File: config.mk
export PLATFORM = sky130hd
export DESIGN_NAME = imbre_alu
export DESIGN_NICKNAME = d
export VERILOG_FILES = /design/src/imbre_pkg.sv /design/src/imbre_alu.sv
export SDC_FILE = /design/constraint.sdc
export NUM_CORES = 1
export LEC_CHECK = 0
export BUFFER_PORTS_ARGS = -buffer_cell sky130_fd_sc_hd__buf_2
export CORE_MARGIN = 8
export CORE_UTILIZATION = 30
export CTS_BUF_LIST = sky130_fd_sc_hd__clkbuf_8
export CTS_CLUSTER_SIZE = 14
export DETAILED_ROUTE_END_ITERATION = 10
export HOLD_SLACK_MARGIN = 0.06
export MAX_ROUTING_LAYER = met4
export PLACE_DENSITY = 0.62
export SLEW_MARGIN = 20
export SYNTH_ARGS = -nofsm -noshare
export SYNTH_HDL_FRONTEND = slang
export SYNTH_SLANG_ARGS = --single-unit
File: constraint.sdc
create_clock -name clk -period 1.6 [get_ports clk]
set_clock_uncertainty 0.05 [all_clocks]
set_input_delay 0.24 -clock clk [delete_from_list [all_inputs] [get_ports clk]]
set_output_delay 0.24 -clock clk [all_outputs]
set_load 0.01 [all_outputs]
File: src/imbre_pkg.sv
// ----------------------------------------------------------------------------
// imbre_pkg - shared types and constants of the in-memory bitwise row engine
// Word, row and field types, mode and operation codes, word group layout and
// the control bundle handed from the sequencer to the word unit.
// ----------------------------------------------------------------------------
package imbre_pkg;

	localparam int ROW_COUNT_DEF = 128;
	localparam int WORDS_PER_ROW = 16;
	localparam int WORD_BITS     = 32;
	localparam int ROW_IN_W      = 7;
	localparam int WORD_IDX_W    = $clog2(WORDS_PER_ROW);
	localparam int ROW_IN_SPAN   = 2 ** ROW_IN_W;

	typedef logic [WORD_BITS-1:0]  word_t;
	typedef logic [ROW_IN_W-1:0]   row_in_t;
	typedef logic [WORD_IDX_W-1:0] word_idx_t;
	typedef logic [3:0]            op_t;
	typedef logic [1:0]            mode_t;
	typedef logic [3:0]            bank_mask_t;

	localparam mode_t MODE_WRITE = 2'd0;
	localparam mode_t MODE_READ  = 2'd1;
	localparam mode_t MODE_EXEC  = 2'd2;

	localparam op_t OP_AND  = 4'd1;
	localparam op_t OP_OR   = 4'd2;
	localparam op_t OP_XOR  = 4'd3;
	localparam op_t OP_COPY = 4'd4;
	localparam op_t OP_NOT  = 4'd5;
	localparam op_t OP_SHL1 = 4'd6;
	localparam op_t OP_SHL4 = 4'd7;

	localparam word_idx_t WORD_LAST = word_idx_t'(WORDS_PER_ROW - 1);

	// first word of each bank group: 0-7, 8-9, 10-13, 14-15
	localparam word_idx_t GROUP_BASE [4] = '{4'd0, 4'd8, 4'd10, 4'd14};

	typedef struct packed {
		logic en;   // a selected word is being written back
		logic clr;  // new command: drop both carries
		op_t  op;
	} alu_ctl_t;

	function automatic logic [1:0] word_group(word_idx_t w);
		logic [1:0] g;
		if (w < GROUP_BASE[1]) begin
			g = 2'd0;
		end else if (w < GROUP_BASE[2]) begin
			g = 2'd1;
		end else if (w < GROUP_BASE[3]) begin
			g = 2'd2;
		end else begin
			g = 2'd3;
		end
		return g;
	endfunction

endpackage

File: src/imbre_alu.sv
// ----------------------------------------------------------------------------
// imbre_alu - word operation unit
// Combines the A and B words and keeps the shift carries between words.
// ----------------------------------------------------------------------------
module imbre_alu (
	input  logic                 clk,
	input  logic                 arst_n,
	input  imbre_pkg::alu_ctl_t  ctl,
	input  imbre_pkg::word_t     a,
	input  imbre_pkg::word_t     b,
	output imbre_pkg::word_t     c
);
	import imbre_pkg::*;

	logic       carry1_q;
	logic [3:0] carry4_q;

	always_comb begin
		case (ctl.op)
			OP_AND:  c = a & b;
			OP_OR:   c = a | b;
			OP_XOR:  c = a ^ b;
			OP_COPY: c = a;
			OP_NOT:  c = ~a;
			OP_SHL1: c = {a[WORD_BITS-2:0], carry1_q};
			OP_SHL4: c = {a[WORD_BITS-5:0], carry4_q};
			default: c = a;
		endcase
	end

	// advance the carries only on words that are written back
	always_ff @(posedge clk or negedge arst_n) begin
		if (!arst_n) begin
			carry1_q <= 1'b0;
			carry4_q <= 4'h0;
		end else if (ctl.clr) begin
			carry1_q <= 1'b0;
			carry4_q <= 4'h0;
		end else if (ctl.en) begin
			if (ctl.op == OP_SHL1) begin
				carry1_q <= a[WORD_BITS-1];
			end
			if (ctl.op == OP_SHL4) begin
				carry4_q <= a[WORD_BITS-1:WORD_BITS-4];
			end
		end
	end

endmodule

==> flow_summary.ini, run 1 <==
[run_status]
status = finished, violations left
violations = setup timing

[critical_path]
r2r_end = carry1_q
start_kind = primary input
arrival_ps = 1460
critPathKind = in2out
path_cells = buf_6 -> inv_1 -> ha_1 -> a22oi_2 -> nor2_1 -> o32a_1 -> buf_2
rr_worst_depth = 2
path_max_fanout = 2
critPathRequiredTime_ps = 1310
cp_slowest_stage_delay_ps = 380
r2r_slack_ps = 820
slowest_stage = o32a_1
rr_startpoint = carry1_q
end_kind = output port

[synthesis]
synth_cell_type_count = 51
synth_top_family_by_area = compound AO/OA/AOI/OAI gates
synthSimpleGateAreaFrac_pct = 16.20
synthMuxAreaShare_pct = 11.00
synth_xor_area_share_pct = 0
synthFlopType = dfrtp_1
synth_area_mm2 = 0.003368
synth_nets = 604
ys_warn_count = 0
synthCells = 468
seq_area_frac_synth_pct = 3.715
yosys.area_share.adder_pct = 23.77
syn-mean-instance-area_um2 = 7.197
ys_ff_latch = 5
synth_edf_count = 0
synth_compound_area_share_pct = 29.90
synthArstFlopShare_pct = 100.0

[floorplan]
io_pins = 104
dieArea_mm2 = 0.01487
start_util_pct = 30.94
die_h_um = 122.0
core_area_mm2 = 0.01089
rows = 38
chipWidth_um = 122.0

[final_layout]
post-route-util_pct = 63.00
drive_gt1_share_pct = 63.48
antenna_cells = 0
areaGrowthSynthToFinish_pct = 103.6
final_nets = 827
final_area_mm2 = 0.006859
nFillCells = 792
layoutNonFillerInstCount = 830

[global_routing]
grt_use_total_pct = 20.01
grt_pass1_wl_um = 23480
grt.busiest_layer = met2
grt_start_max_net_pins = 19
use_met1_pct = 24.63
met2_usage_pct = 34.54
grt-ovfl-total = 0
grtUsageMet3_pct = 1.481
grt_antenna_before_repair = 0
grt_pass1_vias = 4602

[sta]
setup_viol = 25
post-route-period-util_pct = 109.6
tightest_slew_ps = 305.8
layout_min_cycle_time_ps = 1754
slew_headroom_pct = 79.21
fin_ws_ps = -154.0
clock.fmax_ghz = 0.5701
rsz0062_at_grt = yes
slew_violations = 0
hold_violations = 0
finalHoldWorstSlack_ps = 172.9

[hold_path]
min-delay-start = ctl[4]
hp-class = in2reg
hold_end = carry4_q[1]
whs_path_depth = 2

[power]
peakVddDrop_mv = 0.1904
p_per_area_mw_per_mm2 = 338.0
power_leakage_uw = 0.003153

[placement]
routabilityCongestion = 0.8987
placedInstanceArea_mm2 = 0.004763
dp_cells = 791
dp_hpwl_um = 10790
io_buffer_count = 103
place_ws_ps = -284.8

[clocking]
numCtsBuffers = 3
clkTransAtPathRegs_ps = 40
cts_tree = yes
cts.sinks = 5
clock_path_buffers = 2
insertion_delay_ps = 220
cts.htree.levels = 1
root_buffer = clkbuf_8

[route]
viasPerCell = 5.658
first_pass_iters = 5
routed_wl_um = 17130
drcViolationCount = 0
wl_per_cell_um = 20.64
dr_total_vias = 4696
antenna_left = 0
drtIter0Drc = 370

[flow_run]
cap_violations = 0
## logic make-up (layout without fill, tap and decap cells)
logic type | after synthesis | in the layout
AOI/OAI and AO/OA | 146 | 146
adders and majority gates | 64 | 64
and+or+nand+nor | 117 | 117
buffers and inverters | 106 | 328
muxes | 30 | 30
DFF | 5 | 5
## per-layer routing
metal  share of wire, %  wire length, µm  up-vias
li1                   -                -     2104
met4                2.9              491        0
met5                  0                0        -
met3                7.3             1243       52
met1                 39             6723     2276
met2                 51             8674      264
## cell usage after synthesis (all sizes together), types with 5 or more instances
master   number  share of area (%)
o32a         14                4.2
nand2b       17                3.2
a21boi        5                1.1
nand2        37                4.1
o21a          5                1.1
a22o          6                1.6
a31oi        12                2.2
nor2         43                5.0
inv          70                7.9
o22ai        16                3.0
a21oi        29                4.3
ha           64                 24
mux2i        22                6.5
buf          32                7.1
o21ai        29                4.3
o2bb2ai       6                1.6
dfrtp         5                3.7
a221oi        9                2.3
## worst max path at each step
stage / start / end / cells after the start
6_report: b[28] / c[28] / 7
5_1_grt: b[28] / c[28] / 7
4_1_cts: b[7] / c[7] / 6
3_3_place_gp: ctl[1] / c[18] / 6
2_1_floorplan: a[23] / c[23] / 4
3_5_place_dp: ctl[1] / c[18] / 6
## flip-flops by register name (all words and copies together), names as in the netlist
| signal | count |
|---|---|
| carry1_q | 1 |
| carry4_q | 4 |
## final cells by class
class / instances / area (µm²) / share of cell area, %
inverters: 70 / 340.3 / 4.962
multi-input cells: 357 / 3623 / 52.83
well taps: 140 / 175.2 / 2.554
flip-flops and latches: 5 / 125.1 / 1.824
repair buffers: 254 / 2550 / 37.18
clock buffers: 3 / 41.29 / 0.6020
clock inverters: 1 / 3.754 / 0.05472
## layout by cell type (no fill, tap or decap), drive strengths merged, types with 3 or more instances in the layout
cell / count
buf: 246
inv: 71
ha: 64
nor2: 43
nand2: 37
o21ai: 29
a21oi: 29
mux2i: 22
nand2b: 17
o22ai: 16
o32a: 14
a31oi: 12
clkbuf: 10
a221oi: 9
a22o: 6
o2bb2ai: 6
o21a: 5
dfrtp: 5
a21boi: 5
mux4: 4
mux2: 4
nor2b: 4
a211oi: 4
and2: 3
or2: 3
or3: 3
## critical path, delay by kind of cell
family | cells | cell delay (ps)
compound gates | 2 | 560
fa+ha+maj | 1 | 300
buf+inv | 3 | 270
simple gates | 1 | 100
## per-stage QoR
step	power, µW	TNS, ps
finish	2318	-1325
global route	2449	-2430
CTS	1965	-962.4
detailed placement	1378	-6255
global placement	1347	-5775
floorplan	774.8	0
## where the power goes
part | internal, µW | leakage (µW) | switching (µW) | total (µW)
Sequential | 129 | 0.0000696 | 1.15 | 130
Clock | 165 | 0.0000269 | 73.0 | 238
Combinational | 1040 | 0.00306 | 914 | 1950
## what timing repair did
| item | in CTS | in global routing |
|---|---|---|
| endpoints found under the hold margin | 5 | 0 |
| setup buffers | 13 | 10 |
| setup endpoints to repair | 32 | 32 |
| pin swaps | 72 | 86 |
| resized for setup | 216 | 177 |
| hold buffers | 1 | 0 |
| cloned | 8 | 5 |
Power figures use the tool's default switching activity.
==> inputs of run 2 (changes only) <==
Settings changed: CTS_BUF_LIST sky130_fd_sc_hd__clkbuf_8 to sky130_fd_sc_hd__clkbuf_16.
==> flow_summary.ini, run 2 (synthesis gave the netlist of run 1 again) <==
[clocking]
clkTransAtPathRegs_ps = 30
cts_tree = yes
cts.sinks = 5
root_buffer = clkbuf_16
numCtsBuffers = 3
cts.htree.levels = 1
clock_path_buffers = 2
insertion_delay_ps = 220

[final_layout]
layoutNonFillerInstCount = 830
final_common_cell = buf_4
top_register = carry4_q
antenna_cells = 0
areaGrowthSynthToFinish_pct = 105.3
largest_reg_flops = 4
drive_gt1_share_pct = 63.77
nFillCells = 792
final_nets = 827
multi_input_area_mm2 = 0.003642
reg_top3 = carry4_q (4), carry1_q (1)
post-route-util_pct = 63.51
final_cell_mix = 95 x buf_4, 57 x buf_6, 54 x buf_2
ff_latch_area_um2 = 125.1

[sta]
layout_min_cycle_time_ps = 1740
slew_violations = 0
post-route-period-util_pct = 108.8
setup_viol = 21
slew_headroom_pct = 80.33
fin_ws_ps = -140.5
clock.fmax_ghz = 0.5746
rsz0062_at_grt = yes
hold_violations = 0
tightest_slew_ps = 294.1

[critical_path]
arrival_ps = 1450
r2r_slack_ps = 830
r2r_end = carry1_q
rr_startpoint = carry1_q
critPathRequiredTime_ps = 1310
path_max_fanout = 2
end_kind = output port
critPathKind = in2out
start_kind = primary input
rr_worst_depth = 2

[global_routing]
grt_start_max_net_pins = 19
grt_pass1_vias = 4612
grt_antenna_before_repair = 0
grt-ovfl-total = 0
grt_pass1_wl_um = 23430
grt_use_total_pct = 19.90

[hold_path]
hold_end = carry4_q[1]
hp-class = in2reg
whs_path_depth = 2
min-delay-start = ctl[4]

[power]
pwr-share-clk_pct = 16.2
power_leakage_uw = 0.003174
p_seq_share_pct = 5.2
p_int_uw = 1493
power_uw = 2485
p_per_area_mw_per_mm2 = 359.3
switching_share_pct = 39.93
peakVddDrop_mv = 0.4819
power.switching_uw = 992.2
power_frac_comb_pct = 78.6

[run_status]
violations = setup timing
status = finished, violations left

[floorplan]
core_area_mm2 = 0.01089
start_util_pct = 30.94
dieArea_mm2 = 0.01487
die_h_um = 122.0
chipWidth_um = 122.0
io_pins = 104
rows = 38

[route]
antenna_left = 0
wl_per_cell_um = 20.45
routed_wl_um = 16970
drcViolationCount = 0
first_pass_iters = 4
viasPerCell = 5.593
drtIter0Drc = 355
dr_total_vias = 4642

[placement]
routabilityCongestion = 0.8987
dp_cells = 791
dp_hpwl_um = 10790
io_buffer_count = 103

[flow_run]
cap_violations = 0
-- run 2: critical path, stage by stage --
cell and delay (ps):
buf_6 80, inv_1 40, ha_1 300, a22oi_2 180, nor2_1 80, o32a_1 380
buf_2 150
-- run 2: through the flow --
stage | area, µm² | hold WS, ps | setup slack, ps | TNS [ps]
after global routing | 6915 | 197.7 | -202.9 | -2088
after CTS | 6010 | 178.9 | -118.2 | -952.5
final | 6915 | 180.2 | -140.5 | -1116
after global placement | 4763 | 5.917 | -257.9 | -5775
after detailed placement | 4763 | 8.570 | -284.8 | -6255
after floorplan | 3368 | -105.6 | 43.00 | 0
-- run 2: cell type report --
class,count,area share [%]
Multi-Input combinational cell,357,52.67
Clock buffer,3,1.086
Inverter,70,4.921
Clock inverter,1,0.05428
Sequential cell,5,1.809
Timing Repair Buffer,254,36.93
Tap cell,140,2.533
-- run 2: power groups by stage --
stage               sequential, µW  combinational [µW]  clock [µW]
finish                         130                1950         402
global route                   130                2070         418
CTS                            130                1600         404
detailed placement             131                1250           0
global placement               131                1220           0
floorplan                      131                 644           0
-- run 2: worst max-delay path by stage --
stage                start  endpoint  depth (start not counted)
finish               b[28]     c[28]                          7
floorplan            a[23]     c[23]                          4
global route         b[28]     c[28]                          7
detailed placement  ctl[1]     c[18]                          6
CTS                   b[7]      c[7]                          6
global placement    ctl[1]     c[18]                          6
-- run 2: metal layers --
metal  vias to the layer above  part of all wire (%)  global-route usage [%]
met3                        49                   6.6                   1.620
met2                       250                    51                   34.61
li1                       2099                     -                       -
met5                         -                     0                       -
met1                      2244                    39                   24.52
met4                         0                   3.1                   4.086
-- run 2: what timing repair did --
action                     CTS  global route
hold buffers                 1             0
gates resized for setup    218           179
cloned                       8             5
hold endpoints to repair     5             0
setup endpoints to repair   32            32
buffers inserted            13            10
pin swaps                   72            89
==> inputs of run 3 (changes only) <==
Settings changed: CTS_BUF_LIST sky130_fd_sc_hd__clkbuf_16 to unset, GPL_TIMING_DRIVEN set to 0.
==> flow_summary.ini, run 3 (synthesis gave the netlist of run 1 again) <==
[final_layout]
multi_input_area_mm2 = 0.003065
nFillCells = 1031
areaGrowthSynthToFinish_pct = 58.92
drive_gt1_share_pct = 43.54
ff_latch_area_um2 = 125.1
final_nets = 748
top_register = carry4_q
final_common_cell = buf_2
final_cell_mix = 76 x buf_2, 62 x inv_1, 61 x ha_1
reg_top3 = carry4_q (4), carry1_q (1)
largest_reg_flops = 4
layoutNonFillerInstCount = 751
antenna_cells = 0

[power]
power_leakage_uw = 0.002687
p_per_area_mw_per_mm2 = 352.0
power_uw = 1884
peakVddDrop_mv = 0.1719

[sta]
rsz0062_at_grt = yes
fin_ws_ps = -221.5
slew_headroom_pct = 62.49
slew_violations = 0
hold_violations = 0
setup_viol = 32
tns_ps = -4555
tightest_slew_ps = 562.7
layout_min_cycle_time_ps = 1822
post-route-period-util_pct = 113.8
clock.fmax_ghz = 0.5490

[clocking]
insertion_delay_ps = 220
clkTransAtPathRegs_ps = 30
cts.htree.levels = 1
cts.sinks = 5
cts_tree = yes
numCtsBuffers = 3
root_buffer = clkbuf_8
clock_path_buffers = 2

[global_routing]
grt-ovfl-total = 0
grt_use_total_pct = 20.22
grt_pass1_vias = 4303
grt_start_max_net_pins = 11
grt_pass1_wl_um = 23130
grt_antenna_before_repair = 0

[placement]
dp_hpwl_um = 10950
dp_cells = 711
routabilityCongestion = 0.9206
io_buffer_count = 103

[floorplan]
die_h_um = 122.0
dieArea_mm2 = 0.01487
core_area_mm2 = 0.01089
chipWidth_um = 122.0
start_util_pct = 30.94
io_pins = 104
rows = 38

[route]
dr_total_vias = 4291
drcViolationCount = 0
wl_per_cell_um = 21.55
antenna_left = 0
viasPerCell = 5.714
routed_wl_um = 16190
first_pass_iters = 5
drtIter0Drc = 412

[critical_path]
slowest_stage = o32a_1
critPathRequiredTime_ps = 1310
critPathKind = in2out
cp_slowest_stage_delay_ps = 320
path_max_fanout = 6
rr_worst_depth = 2
arrival_ps = 1530
path_cells = buf_6 -> inv_1 -> ha_1 -> mux2i_1 -> o22ai_2 -> o32a_1 -> buf_2
end_kind = output port
start_kind = primary input

[flow_run]
cap_violations = 0

[run_status]
status = finished, violations left
violations = setup timing

[hold_path]
hp-class = in2reg
whs_path_depth = 2
==> run 3: final timing paths <==
kind | from | end | slack (ps)
hold / removal | ctl[4] | carry1_q | 190
min in group asynchronous | arst_n | carry4_q[1] | 320
setup reg to reg | carry4_q[0] | carry4_q[0] | 830
hold reg to reg | carry4_q[3] | carry4_q[3] | 480
max in group asynchronous | arst_n | carry4_q[3] | 1050
setup / recovery | a[2] | c[2] | -220
==> run 3: where the power goes <==
group          total, µW  switching, µW  internal, µW
combinational       1520            781           739
sequential           130           1.36           129
clock                234           62.6           171
total               1880            845          1040
==> run 3: final cells by class <==
cell class                 count  share of cell area (%)
clock buffer                   4                  0.8415
timing repair buffer         142                   22.56
tap                          140                   3.273
inverter                      70                   5.119
sequential                     5                   2.338
multi-input combinational    357                   57.27
buffer                        33                   8.602
==> run 3: metrics by stage <==
stage / setup slack, ps / hold slack (ps) / cell area, µm² / utilization, %
global route: -254.4 / 202.7 / 5353 / 49.16
floorplan: 43.00 / -105.6 / 3368 / -
global placement: -547.0 / 4.636 / 4059 / 37.28
detailed placement: -564.4 / 7.306 / 4059 / 37.28
CTS: -197.7 / 179.1 / 4846 / 44.51
finish: -221.5 / 186.8 / 5353 / 49.16
==> run 3: worst max-delay path, delay by kind of cell <==
family	cells	cell delay, ps
AO/OA/AOI/OAI	2	430
buffers and inverters	3	310
adder cells (fa/ha/maj)	1	300
multiplexers	1	250
==> run 3: what timing repair did <==
item                                   CTS  global route
cloned                                   7             4
resized for setup                      151           100
pin swaps                               50            48
hold buffers                             1             0
endpoints found under the hold margin    5             0
setup endpoints to repair               32            32
setup buffers                           15            12
==> run 3: per-layer routing <==
metal / global-route usage, % / share of wire [%]
met1: 24.96 / 40
met3: 2.314 / 8.6
met2: 33.00 / 48
met5: - / 0
met4: 7.710 / 3.6
